$ cat src/rtl/imm_pkg.sv
// Shared types and constants of the integer matrix multiply unit.
// Used by the front end, the command queue, the back end and the top level.
// Depends on nothing else.
package imm_pkg;

  // Defaults for the top-level parameters.
  localparam int unsigned DEF_MAX_DIM    = 8;
  localparam int unsigned DEF_DATA_WIDTH = 32;

  // Fixed field widths of the stream words and the configuration port.
  localparam int unsigned CMD_W       = 2;
  localparam int unsigned ELEM_W      = 32;
  localparam int unsigned SUM_W       = 32;
  localparam int unsigned IDX_W       = 3;
  localparam int unsigned CFG_IDX_W   = 2;
  localparam int unsigned CFG_DATA_W  = 4;
  localparam int unsigned OUT_TDATA_W = 40;
  localparam int unsigned OUT_PAD_W   = OUT_TDATA_W - SUM_W - 2 * IDX_W;

  // Depth of the queue between the front end and the back end.
  localparam int unsigned QUEUE_DEPTH = 4;

  // Command codes carried in tuser of an input word.
  localparam logic [CMD_W-1:0] CMD_LOAD_A  = 2'd0;
  localparam logic [CMD_W-1:0] CMD_LOAD_B  = 2'd1;
  localparam logic [CMD_W-1:0] CMD_COMPUTE = 2'd2;

  // Configuration register indexes.
  localparam logic [CFG_IDX_W-1:0] REG_ROWS_A     = 2'd0;
  localparam logic [CFG_IDX_W-1:0] REG_INNER_SIZE = 2'd1;
  localparam logic [CFG_IDX_W-1:0] REG_COLS_B     = 2'd2;

  // Operations that the front end hands to the back end.
  localparam int unsigned OP_W = 2;
  typedef enum logic [OP_W-1:0] {
    OP_LOAD_A,
    OP_LOAD_B,
    OP_COMPUTE
  } op_e;

  // One result element as the back end presents it.
  typedef struct packed {
    logic [SUM_W-1:0] sum;
    logic [IDX_W-1:0] row;
    logic [IDX_W-1:0] column;
    logic             last;
  } result_t;

endpackage

$ cat src/rtl/imm_front.sv
// Front end of the integer matrix multiply unit: accepts input words,
// assigns store addresses to loads and drops loads past the matrix size.
// Depends on imm_pkg.
module imm_front import imm_pkg::*; #(
  parameter int unsigned MAX_DIM    = DEF_MAX_DIM,
  parameter int unsigned DATA_WIDTH = DEF_DATA_WIDTH,
  localparam int unsigned CNT_W     = $clog2(MAX_DIM + 1),
  localparam int unsigned ADDR_W    = (MAX_DIM > 1) ? $clog2(MAX_DIM * MAX_DIM) : 1
) (
  input  logic                     clk_i,
  input  logic                     rst_ni,
  input  logic [CNT_W-1:0]         rows_i,
  input  logic [CNT_W-1:0]         inner_i,
  input  logic [CNT_W-1:0]         cols_i,
  input  logic                     in_valid_i,
  output logic                     in_ready_o,
  input  logic [CMD_W-1:0]         cmd_i,
  input  logic signed [ELEM_W-1:0] elem_i,
  input  logic                     q_full_i,
  output logic                     q_push_o,
  output op_e                      q_kind_o,
  output logic [ADDR_W-1:0]        q_addr_o,
  output logic [DATA_WIDTH-1:0]    q_data_o
);

  localparam int unsigned CELLS  = MAX_DIM * MAX_DIM;
  localparam int unsigned FILL_W = $clog2(CELLS + 1);

  logic [FILL_W-1:0] fill_a_q, fill_a_d;
  logic [FILL_W-1:0] fill_b_q, fill_b_d;
  logic [FILL_W-1:0] size_a, size_b;
  logic              accept;

  // A word is taken whenever the queue has room.
  assign in_ready_o = !q_full_i;
  assign accept     = in_valid_i && !q_full_i;

  assign size_a = FILL_W'(rows_i) * FILL_W'(inner_i);
  assign size_b = FILL_W'(inner_i) * FILL_W'(cols_i);

  // The element is stored at the data width, sign-extended or truncated.
  assign q_data_o = DATA_WIDTH'(elem_i);

  // Classify the word and advance or rewind the load pointers.
  always_comb begin
    q_push_o = 1'b0;
    q_kind_o = OP_LOAD_A;
    q_addr_o = fill_a_q[ADDR_W-1:0];
    fill_a_d = fill_a_q;
    fill_b_d = fill_b_q;
    if (accept) begin
      unique case (cmd_i)
        CMD_LOAD_A: begin
          if (fill_a_q < size_a) begin
            q_push_o = 1'b1;
            fill_a_d = fill_a_q + FILL_W'(1);
          end
        end
        CMD_LOAD_B: begin
          q_kind_o = OP_LOAD_B;
          q_addr_o = fill_b_q[ADDR_W-1:0];
          if (fill_b_q < size_b) begin
            q_push_o = 1'b1;
            fill_b_d = fill_b_q + FILL_W'(1);
          end
        end
        CMD_COMPUTE: begin
          q_kind_o = OP_COMPUTE;
          q_push_o = 1'b1;
          fill_a_d = '0;
          fill_b_d = '0;
        end
        default: begin
          // The unused command is dropped here.
        end
      endcase
    end
  end

  always_ff @(posedge clk_i or negedge rst_ni) begin
    if (!rst_ni) begin
      fill_a_q <= '0;
      fill_b_q <= '0;
    end else begin
      fill_a_q <= fill_a_d;
      fill_b_q <= fill_b_d;
    end
  end

endmodule

$ cat config.mk
export PLATFORM = sky130hd
export DESIGN_NAME = imm_front
export DESIGN_NICKNAME = d
export VERILOG_FILES = /design/src/rtl/imm_pkg.sv /design/src/rtl/imm_front.sv
export SDC_FILE = /design/constraint.sdc
export NUM_CORES = 1
export LEC_CHECK = 0
export ABC_AREA = 0
export BUFFER_PORTS_ARGS = -buffer_cell sky130_fd_sc_hd__buf_2
export CELL_PAD_IN_SITES_DETAIL_PLACEMENT = 2
export CELL_PAD_IN_SITES_GLOBAL_PLACEMENT = 2
export CORE_MARGIN = 2
export CORE_UTILIZATION = 27
export DETAILED_ROUTE_END_ITERATION = 10
export GPL_TIMING_DRIVEN = 0
export PLACE_DENSITY = 0.85
export SETUP_SLACK_MARGIN = 0.02
export SLEW_MARGIN = 20
export SYNTH_ARGS = -nofsm -noshare
export SYNTH_HDL_FRONTEND = slang
export SYNTH_SLANG_ARGS = --single-unit
$ cat constraint.sdc
create_clock -name clk_i -period 6.5 [get_ports clk_i]
set_input_delay 1.3 -clock clk_i [delete_from_list [all_inputs] [get_ports clk_i]]
set_output_delay 1.3 -clock clk_i [all_outputs]
set_load 0.01 [all_outputs]
==> impl_metrics.yaml <==
grt:
  use_met3_pct: 1.93
  grt_start_max_net_pins: 15
  grt-busiest-layer: "met2"
  grt_pass1_vias: 2131
  grtUsageMet1_pct: 16.8
  use_met2_pct: 28.9
  grt_usage_pct: 14.6
  grt_pass1_wl_mm: 10.2
  grt_overflow: 0
  antenna_found_initial: 0
critical_path:
  cp-start-kind: "input pin"
  worstPathMaxFanout: 8
  crit_start: "inner_i[3]"
  worstReg2RegStart: "fill_b_q[2]"
  rr_worst_depth: 7
  required_ns: 5.20
  arrival_ns: 4.92
  worst_setup_path_end_kind: "primary output"
  worst-setup-path-type: "in -> out"
placed_design:
  gp_congestion: 0.810
  hpwl_mm: 5.25
  io_buffers: 59
  numPlacedInstances: 409
clocking:
  htreeDepth: 1
  cts_max_path_buffers: 2
  root_buffer: "clkbuf_8"
  cts.sinks: 14
  cts_buffers: 3
  cts.clk_slew.worst_paths_ns: 0.06
  cts_tree: "built"
  clk_latency_ns: 0.25
drt:
  vias: 2037
  viasPerCell: 4.91
  avgRoutedWirePerCell_um: 15.1
  dr.pass1.iters: 4
  drcViolationCount: 0
  wl_mm: 6.28
  drt-initial-drc-count: 86
  ant_nets: 0
pwr:
  ir_worst_vdd_uv: 69.8
  p_per_area_nw_per_um2: 184
  power_mw: 0.487
  power_leakage_nw: 1.45
min_path:
  min_delay_path_depth: 1
  worstHoldStart: "fill_b_q[6]"
  hold_class: "reg -> reg"
sta:
  worst_pin_slew_ns: 0.508
  fin_hold_ws_ns: 0.505
  setup_violations: 0
  finalMaxSlewViolations: 0
  timing.fmax_mhz: 161
  fin_crit_ns: 6.22
  skew_ns: 0.00195
  rsz0062_at_grt: "no"
  slew_headroom_pct: 66.1
  tns_ns: 0
  finalHoldViolCount: 0
  period_share_pct: 95.7
cells_and_area:
  antenna_cells: 0
  synthToLayoutAreaGrowth_pct: 23.1
  stdcell_count: 415
  final_util_pct: 34.3
  final_nets: 406
  drive_gt1_share_pct: 34.8
logic_synthesis:
  synth.distinct_cells: 41
  syn_nets: 340
  netlist_area_um2: 2160
  synth_seq_area_share_pct: 16.3
  ys_warn_count: 0
  async_reset_ff_share_pct: 100
  synth_cells: 248
  synth_area_leaders: "ha_1 20%, dfrtp_1 16%, buf_4 11%"
  synth_ff_type: "dfrtp_1"
  synth_edf_count: 0
  yosysMostFrequentCell: "ha_1"
  synth-seq-cells: 14
  synth_top_area_share_pct: 19.7
  yosys.area.top_type: "ha_1"
  synth_commonest_cells: "34 x ha_1, 33 x buf_4, 25 x nand2_1"
  avgSynthCellArea_um2: 8.69
die:
  core_um2: 7730
  die_w_um: 93.4
  ios: 92
  fp.dieArea_um2: 8720
  die_h_um: 93.4
  start_util_pct: 27.9
  rows: 32
flow_run:
  maxCapViolations: 0
status:
  status: "finished clean"
==> logic make-up (layout without fill, tap and decap cells) <==
group                      count (synthesis)  after routing  synth area share (%)
and+or+nand+nor                           78             78                  19.8
AOI/OAI and AO/OA                         47             47                  14.6
DFF                                       14             14                  16.3
muxes                                      7              7                  3.60
xor gates and xnor gates                  10             10                  4.06
buffers and inverters                     50            115                  14.5
adders and majority gates                 42             42                  27.2
==> critical path, stage by stage <==
cell and delay, ns:
buf_2 0.17, nand2_1 0.12, fa_1 0.56, inv_1 0.06, fa_1 0.53, fa_1 0.48, a21o_1 0.19, a21oi_1 0.17
xnor2_1 0.16, ha_1 0.28, a21oi_1 0.16, o21a_2 0.22, nor2_1 0.07, nor2_1 0.14, o21a_1 0.17, buf_2 0.13
==> where the power goes <==
part	internal (mW)	leakage [nW]	switching, mW
logic	0.124	1.24	0.134
registers	0.103	0.180	0.0353
clock network	0.0538	0.0288	0.0367
==> per-layer routing <==
| metal | up-vias | share of wire [%] | wire (µm) |
|---|---|---|---|
| met2 | 45 | 57 | 3550 |
| met4 | 0 | 0.49 | 31 |
| met5 | - | 0 | 0 |
| li1 | 968 | - | - |
| met3 | 5 | 3.9 | 248 |
| met1 | 1019 | 39 | 2450 |
==> registers in the layout, indices dropped and copies added, names as in the netlist <==
register,cells
fill_b_q,7
fill_a_q,7
==> final cells by class <==
| cell class | count | area [µm²] |
|---|---|---|
| Inverter | 13 | 48.8 |
| Clock buffer | 4 | 55.1 |
| Timing Repair Buffer | 62 | 318 |
| Multi-Input combinational cell | 184 | 1490 |
| Buffer | 36 | 260 |
| Fill cell | 897 | 5070 |
| Sequential cell | 14 | 350 |
| Tap cell | 102 | 128 |
==> placed cells by master, fill, tap and decap left out, drive strengths merged, types with 7 or more instances in the layout <==
| cell | netlist | routed |
|---|---|---|
| a21oi | 13 | 13 |
| xnor2 | 8 | 8 |
| ha | 34 | 34 |
| buf | 34 | 96 |
| dfrtp | 14 | 14 |
| nand2 | 25 | 25 |
| o21ai | 7 | 7 |
| fa | 8 | 8 |
| inv | 12 | 12 |
| and2 | 22 | 22 |
==> path summary, 6_finish.rpt <==
kind	end	slack (ns)
setup / recovery	q_push_o	0.28
hold / removal	fill_b_q[6]	0.50
setup reg to reg	fill_b_q[4]	4.33
hold reg to reg	fill_b_q[6]	0.50
max in group asynchronous	fill_b_q[0]	5.29
min in group asynchronous	fill_a_q[4]	0.95
==> what timing repair did <==
item	4_1_cts	5_1_grt
setup buffers	0	3
gates resized for setup	0	1
setup endpoints to repair	1	1
hold buffers	0	0
==> through the flow <==
step / area (µm²) / worst slack, ns
after floorplan: 2160 / 0.729
after global placement: 2580 / 0.122
after detailed placement: 2580 / -0.0552
after CTS: 2630 / 0.0628
after global routing: 2650 / 0.0273
final: 2650 / 0.283
Note: power is estimated with default switching activity, not from simulation.
