`config.mk`:
```
export PLATFORM = sky130hd
export DESIGN_NAME = imm_queue
export DESIGN_NICKNAME = d
export VERILOG_FILES = /design/src/rtl/imm_pkg.sv /design/src/rtl/imm_queue.sv
export SDC_FILE = /design/constraint.sdc
export NUM_CORES = 1
export LEC_CHECK = 0
export BUFFER_PORTS_ARGS = -buffer_cell sky130_fd_sc_hd__buf_2
export CORE_MARGIN = 5
export CORE_UTILIZATION = 35
export CTS_CLUSTER_DIAMETER = 120
export DETAILED_ROUTE_END_ITERATION = 8
export MAX_ROUTING_LAYER = met4
export PLACE_DENSITY_LB_ADDON = 0.1
export SLEW_MARGIN = 10
export SYNTH_ARGS = -nofsm -noshare
export SYNTH_HDL_FRONTEND = slang
export SYNTH_SLANG_ARGS = --single-unit
export TNS_END_PERCENT = 5
```
`constraint.sdc`:
```
create_clock -name clk_i -period 1.8 [get_ports clk_i]
set_input_delay 0.36 -clock clk_i [delete_from_list [all_inputs] [get_ports clk_i]]
set_output_delay 0.36 -clock clk_i [all_outputs]
set_load 0.1 [all_outputs]
```
`src/rtl/imm_pkg.sv`:
```
// Shared types and constants of the integer matrix multiply unit.
// Used by the front end, the command queue, the back end and the top level.
// Depends on nothing else.
package imm_pkg;

  // Defaults for the top-level parameters.
  localparam int unsigned DEF_MAX_DIM    = 8;
  localparam int unsigned DEF_DATA_WIDTH = 32;

  // Fixed field widths of the stream words and the configuration port.
  localparam int unsigned CMD_W       = 2;
  localparam int unsigned ELEM_W      = 32;
  localparam int unsigned SUM_W       = 32;
  localparam int unsigned IDX_W       = 3;
  localparam int unsigned CFG_IDX_W   = 2;
  localparam int unsigned CFG_DATA_W  = 4;
  localparam int unsigned OUT_TDATA_W = 40;
  localparam int unsigned OUT_PAD_W   = OUT_TDATA_W - SUM_W - 2 * IDX_W;

  // Depth of the queue between the front end and the back end.
  localparam int unsigned QUEUE_DEPTH = 4;

  // Command codes carried in tuser of an input word.
  localparam logic [CMD_W-1:0] CMD_LOAD_A  = 2'd0;
  localparam logic [CMD_W-1:0] CMD_LOAD_B  = 2'd1;
  localparam logic [CMD_W-1:0] CMD_COMPUTE = 2'd2;

  // Configuration register indexes.
  localparam logic [CFG_IDX_W-1:0] REG_ROWS_A     = 2'd0;
  localparam logic [CFG_IDX_W-1:0] REG_INNER_SIZE = 2'd1;
  localparam logic [CFG_IDX_W-1:0] REG_COLS_B     = 2'd2;

  // Operations that the front end hands to the back end.
  localparam int unsigned OP_W = 2;
  typedef enum logic [OP_W-1:0] {
    OP_LOAD_A,
    OP_LOAD_B,
    OP_COMPUTE
  } op_e;

  // One result element as the back end presents it.
  typedef struct packed {
    logic [SUM_W-1:0] sum;
    logic [IDX_W-1:0] row;
    logic [IDX_W-1:0] column;
    logic             last;
  } result_t;

endpackage

```
`src/rtl/imm_queue.sv`:
```
// Short first-in first-out queue of operations between the front end and
// the back end of the integer matrix multiply unit. Depends on imm_pkg.
module imm_queue import imm_pkg::*; #(
  parameter int unsigned WIDTH = 8
) (
  input  logic             clk_i,
  input  logic             rst_ni,
  input  logic             push_i,
  input  logic [WIDTH-1:0] push_data_i,
  output logic             full_o,
  input  logic             pop_i,
  output logic [WIDTH-1:0] head_o,
  output logic             empty_o
);

  localparam int unsigned PTR_W = $clog2(QUEUE_DEPTH);
  localparam int unsigned CNT_W = $clog2(QUEUE_DEPTH + 1);

  logic [WIDTH-1:0] slots_q [QUEUE_DEPTH];
  logic [PTR_W-1:0] wr_ptr_q, rd_ptr_q;
  logic [CNT_W-1:0] count_q;
  logic             do_push, do_pop;

  assign full_o  = (count_q == CNT_W'(QUEUE_DEPTH));
  assign empty_o = (count_q == '0);
  assign do_push = push_i && !full_o;
  assign do_pop  = pop_i && !empty_o;
  assign head_o  = slots_q[rd_ptr_q];

  // Entry storage.
  always_ff @(posedge clk_i) begin
    if (do_push) begin
      slots_q[wr_ptr_q] <= push_data_i;
    end
  end

  // Pointers and fill count.
  always_ff @(posedge clk_i or negedge rst_ni) begin
    if (!rst_ni) begin
      wr_ptr_q <= '0;
      rd_ptr_q <= '0;
      count_q  <= '0;
    end else begin
      if (do_push) begin
        wr_ptr_q <= wr_ptr_q + PTR_W'(1);
      end
      if (do_pop) begin
        rd_ptr_q <= rd_ptr_q + PTR_W'(1);
      end
      if (do_push && !do_pop) begin
        count_q <= count_q + CNT_W'(1);
      end else if (do_pop && !do_push) begin
        count_q <= count_q - CNT_W'(1);
      end
    end
  end

endmodule

```
==> results.md, run 1 <==
- CP required: 1440 ps
- Failing checks: negative setup slack
- Final slew viol count: 0
- Worst Skew: about 4.4 ps
- IO buf count: 21
- Top post-synthesis cells by count: edfxtp_1 (32), mux4_2 (8), dfrtp_1 (7)
- # setup viols final: 9
- Vias per inst: between 4 and 5
- Max Clock Freq: about 530 MHz
- Post-route DRC: 0
- Die H: 77.4 um
- Synth area leaders: edfxtp_1 (60%), mux4_2 (11%), dfrtp_1 (11%)
- Area grow syn2layout: 35.3%
- CTS root buf: clkbuf_8
- Reg2reg path depth: 8
- Die area: about 6000 um^2
- Drt first pass iters: 4
- Post-synth EDFFs: 32
- Antenna violations before repair: 0
- Gate Count Post-Synth: slightly below 80
- Origin of the critical flop-to-flop path: count_q[0]
- CTS tree: done
- Die width: approximately 77 um
- Core Box Area: 4380 um^2
- Hold_sp: push_data_i[5]
- CP top delay family: multiplexers
- Synth Flop Type: edfxtp_1
- Syn Nets: 95
- Max Cap Violations: 0
- Worst Path Max Fanout: 6
- Hold Crit Class: primary input to flip-flop
- Synthesis warning total: 0
- Buf/Inv on CP: 2
- Largest net degree at the start of global routing: 13
- # H-tree levels: 2
- Global-route wire length before repair: 4160 um
- Kind of critical path: flip-flop to output port
- RR Endpoint: count_q[2]
- Slew margin rel.: between 80 and 90%
- Hold depth: 1
- Final hold violation count: 0
- Unrepaired setup endpoints after global routing: true
- Worst slew pin tran: 242 ps
- Post-Syn Area: about 1600 um^2
- Worst setup SP type: flip-flop
- Routed len/inst: between 15 and 20 um
- Clock sinks: 39
- Synth top area share: 60.5%
- Insertion delay to the later sink of the worst-skew pair: about 280 ps
- Antenna Cells: 0
- Hold endpoint: slots_q[3][5]
- Critical path capture point type: output port
- CP arrival: ~1500 ps
- CP max stage delay: between 500 and 600 ps
- Vias: ~770
- Post-layout min period: approximately 1900 ps
- All-layer global routing usage: under 10%
- Rows: 24
- DP Wirelength: 1880 um
- Gr ovfl total: 0
- Starting Density: 36.2%
- RePlAce Congestion: approximately 0.70
- Starting DRT DRC Count: 29
- Post-Route WL: 2600 um
- Fillers: 369
- Seq cells post-synth: 39
- Status: finished, violations left
- Nets: 131
- Setup ws final: -103 ps
- Unique masters post-synth: 20
- Reg2Reg Setup Slack: -20 ps
- Clock buffer count from CTS: 5
- IO Pins: 22
- Number of global-route vias before repair: between 800 and 900
- Worst path cell trace: buf_6 -> mux4_2 -> buf_12
- Finished Core Util: roughly half
- Fin crit share: 106%
- Share of cells above drive strength 1: between 50% and 60%
- Most frequent cell after synthesis: edfxtp_1
- Detail Route Antenna Nets: 0
- Max Root-Sink Buffers: 2
- Clk slew on worst S/H paths: around 70 ps
- Slowest-stage cell, CP: mux4_2
- Sequential share of the synthesized area: roughly 70%
- Async S/R FF share, synth: between 15 and 20%
- Yosys top cell by area: edfxtp_1
- Avg Cell Area, Syn: approximately 21 um^2
-- kinds of logic (layout without fill, tap and decap cells) --
family / Yosys count / count (layout) / synth area share (%)
flip-flops: 39 / 39 / 71.5
multiplexers: 10 / 10 / 13.0
AND/OR/NAND/NOR: 10 / 10 / 5.04
adder cells (fa/ha/maj): 6 / 6 / 5.20
XOR/XNOR: 6 / 6 / 3.31
buffers and inverters: 6 / 43 / 1.97
-- worst reg2reg max path: stages (launching register included) --
cell and delay, ps:
dfrtp_2 470, nor3_4 190, nand2b_4 160, ha_4 130, inv_2 30, fa_1 370, xor2_1 150, nor2_1 110
xor2_1 140
-- worst max path at each step --
stage,startpoint,endpoint,cells after the start
after floorplan,count_q[1],count_q[2],8
after global placement,count_q[1],count_q[2],8
after detailed placement,count_q[1],count_q[2],8
after CTS,rd_ptr_q[0],head_o[3],3
after global routing,rd_ptr_q[0],head_o[3],3
final,rd_ptr_q[0],head_o[3],3
-- final cells by class --
type | instances | area, um^2 | share of cell area, %
well taps | 52 | 65.1 | 3.03
flip-flops and latches | 39 | 1140 | 53.0
inverters | 3 | 11.3 | 0.524
clock buffers | 6 | 72.6 | 3.38
repair buffers | 32 | 344 | 16.0
clock inverters | 2 | 60.1 | 2.79
multi-input cells | 32 | 458 | 21.3
-- sequential cells by signal (all words and copies together) (netlist names) --
signal    count
count_q       3
rd_ptr_q      2
wr_ptr_q      2
slots_q      32
-- stage by stage --
stage | instances | TNS [ps] | setup slack [ps] | instance area (um^2) | hold slack [ps]
2_1_floorplan | 77 | -11220 | -754 | 1620 | 64.4
3_3_place_gp | 157 | -21.5 | -13.0 | 1990 | 208
3_5_place_dp | 157 | -110 | -85.5 | 1990 | 209
4_1_cts | 166 | -966 | -128 | 2140 | 281
5_1_grt | 166 | -1310 | -156 | 2150 | 280
6_report | 166 | -739 | -103 | 2150 | 287
-- routing by layer --
layer | vias up | routed length, um | GRT usage [%]
li1 | 360 | - | -
met1 | 385 | 1060 | 11.5
met2 | 18 | 1360 | 15.0
met3 | 4 | 140 | 3.70
met4 | 0 | 41 | 4.12
met5 | - | 0 | -
-- what timing repair did --
action / CTS / global route
gates resized for setup: 2 / 1
endpoints found under the setup margin: 10 / 10
hold endpoints to repair: 7 / 0
pin swaps: 0 / 1
hold buffers: 1 / 0
buffers inserted: 0 / 0
-- cells in the final DEF, fill, tap and decap left out --
cell | Yosys | routed
inv_1 | 3 | 2
xor2_1 | 2 | 2
mux4_2 | 8 | 8
inv_2 | 0 | 1
bufinv_16 | 0 | 2
xnor2_1 | 4 | 4
nor3b_4 | 1 | 1
clkbuf_1 | 1 | 1
dlygate4sd3_1 | 0 | 1
buf_4 | 0 | 9
nor2b_4 | 0 | 1
mux2_2 | 1 | 1
edfxtp_1 | 32 | 32
nor2_1 | 1 | 1
nand2b_4 | 0 | 1
mux2_4 | 1 | 1
fa_1 | 1 | 1
ha_4 | 0 | 1
nand3b_1 | 1 | 1
ha_1 | 5 | 4
and2_2 | 4 | 4
clkbuf_8 | 0 | 5
dfrtp_1 | 7 | 5
nor3_4 | 0 | 1
buf_12 | 0 | 10
buf_2 | 1 | 11
buf_6 | 1 | 1
dfrtp_2 | 0 | 2
Power of run 1 is not shown: default switching activity piles up to over one toggle a cycle in this logic, so the estimate is an artifact.
==> run 2, diff against run 1 <==
--- a/config.mk
+++ b/config.mk
@@ -6,7 +6,7 @@
 export NUM_CORES = 1
 export LEC_CHECK = 0
 export BUFFER_PORTS_ARGS = -buffer_cell sky130_fd_sc_hd__buf_2
-export CORE_MARGIN = 5
+export CORE_MARGIN = 4
 export CORE_UTILIZATION = 35
 export CTS_CLUSTER_DIAMETER = 120
 export DETAILED_ROUTE_END_ITERATION = 8
==> results.md, run 2 (synthesized netlist as in run 1, its figures left out) <==
- Status: finished, violations left
- Failing checks: negative setup slack
- Reg2reg path depth: 8 (unchanged)
- Die area: 5680 um^2 (-5.1%)
- Detail Route Antenna Nets: 0 (unchanged)
- Antenna violations before repair: 0 (unchanged)
- # H-tree levels: 2 (unchanged)
- Setup ws final: -89.9 ps (+13.1 ps)
- Core Box Area: 4380 um^2 (unchanged)
- Starting Density: 36.2% (unchanged)
- Global-route wire length before repair: 4110 um (-1.2%)
- Rows: 24 (unchanged)
- Drt first pass iters: 2 (-2)
- Max Cap Violations: 0 (unchanged)
- Critical path capture point type: output port
- Area grow syn2layout: 33.4%
- Post-layout min period: 1890 ps (-13.1 ps)
- Final hold violation count: 0 (unchanged)
- Design area: 2120 um^2 (-1.4%)
- Crit. Startpoint: rd_ptr_q[0]
- Post-Route WL: 2620 um (+0.69%)
- Die H: 75.4 um (-2.6%)
- # setup viols final: 9 (unchanged)
- RR Endpoint: count_q[2]
- CP required: 1440 ps (about the same)
- Placed cell areas: 1910 um^2 (-4.1%)
- Vias: 777 (+1.3%)
- Worst slew pin tran: 264 ps (+22.2 ps)
- Clock buffer count from CTS: 5 (unchanged)
- Insertion delay to the later sink of the worst-skew pair: 280 ps (about the same)
- Gr ovfl total: 0 (unchanged)
- Worst Setup EP: head_o[2]
- Routed len/inst: 15.7 um (about the same)
- Commonest non-fill, non-tap cell in the layout: edfxtp_1
- Fillers: 365 (-1.1%)
- Fin crit share: 105% (-0.73 points)
- RePlAce Congestion: 0.743 (+6.5%)
- Max Clock Freq: 529 MHz (+0.69%)
- Final slew viol count: 0 (unchanged)
- IO buf count: 21 (unchanged)
- Worst Path Max Fanout: 5 (-1)
- Biggest regs: slots_q: 32 flops, count_q: 3 flops
- Worst Skew: 3.55 ps (-0.842 ps)
- Largest register FFs: 32 (unchanged)
- CTS root buf: clkbuf_8
- Worst path cell trace: buf_6 -> mux4_2 -> buf_12
- Slowest-stage cell, CP: mux4_2
- Starting DRT DRC Count: 44 (+52%)
- Largest net degree at the start of global routing: 13 (unchanged)
- Origin of the critical flop-to-flop path: count_q[2]
- Worst setup SP type: flip-flop
- Clock sinks: 39 (unchanged)
- CP max stage delay: 530 ps (-20 ps)
- Hold Crit Class: primary input to flip-flop
- Reg2Reg Setup Slack: -30 ps (about the same)
- Unrepaired setup endpoints after global routing: true
- Slew margin rel.: 82.4% (-1.5 points)
- FF+latch area: 1140 um^2 (+0.22%)
- Antenna Cells: 0 (unchanged)
- CTS tree: done
- Area of the multi-input gates: 458 um^2 (unchanged)
- Vias per inst: 4.65 (+0.70%)
- Clk slew on worst S/H paths: 70 ps (about the same)
- Post-route DRC: 0 (unchanged)
- CP arrival: 1530 ps (about the same)
- Number of global-route vias before repair: 828 (-0.48%)
- Nets: 132 (+0.76%)
- Share of cells above drive strength 1: 54.8% (+2.2 points)
- Most frequent cells in the layout: edfxtp_1 (32), buf_2 (11), buf_4 (9)
- Max Root-Sink Buffers: 2 (unchanged)
- Die width: 75.4 um (-2.6%)
- Reg with most FFs: slots_q
- IO Pins: 22 (unchanged)
- DP Wirelength: 1800 um (-4.4%)
- All-layer global routing usage: 10.8% (+1.1 points)
- Kind of critical path: flip-flop to output port
run 2: changes by cell type in the layout (fill, tap and decap cells not counted):
cell	before	now
buf_12	10	5
dfrtp_1	5	3
dfrtp_2	2	4
buf_6	1	7
run 2: per-stage QoR:
| stage | hold WS (ps) | setup slack (ps) | setup TNS, ps | util, % | instances |
|---|---|---|---|---|---|
| 3_3_place_gp | 209 | -35.5 | -65.3 | 43.5 | 156 |
| 3_5_place_dp | 209 | -70.3 | -90.2 | 43.5 | 156 |
| 4_1_cts | 274 | -114 | -859 | 48.1 | 166 |
| 6_report | 287 | -89.9 | -630 | 48.3 | 167 |
| 2_1_floorplan | 64.4 | -754 | -11220 | - | 77 |
| 5_1_grt | 265 | -157 | -1240 | 48.3 | 167 |
run 2: final cells by class:
cell class / instances / area share [%]
well taps: 52 / 3.07
clock inverters: 2 / 2.83
inverters: 3 / 0.531
repair buffers: 33 / 14.7
multi-input cells: 32 / 21.6
clock buffers: 6 / 3.42
flip-flops and latches: 39 / 53.8
run 2: per-layer routing:
layer / track usage (%) / vias to the layer above / share of wire [%]
met5: - / - / 0
met4: 4.66 / 0 / 1.6
met3: 4.35 / 5 / 4.0
met2: 16.9 / 19 / 53
met1: 12.4 / 391 / 41
li1: - / 362 / -
run 2: critical path: cells and delay by family, from the launching register on:
kind	cells	cell delay (ps)
buffers and inverters	2	340
DFF	1	380
muxes	1	530
run 2: how the worst min path moves through the flow:
stage | from | to | cells after the start
finish | push_data_i[7] | slots_q[1][7] | 1
global route | push_data_i[7] | slots_q[1][7] | 1
CTS | push_data_i[7] | slots_q[1][7] | 1
detailed placement | rst_ni | count_q[2] | 1
global placement | rst_ni | count_q[2] | 1
floorplan | rst_ni | count_q[0] | 0
run 2: what timing repair did:
action,4_1_cts,5_1_grt
pin swaps,0,2
setup endpoints to repair,10,10
resized for setup,15,1
buffers inserted,1,1
hold buffers,1,0
cloned,0,0
endpoints found under the hold margin,7,0
Power of run 2 is left out for the same reason.
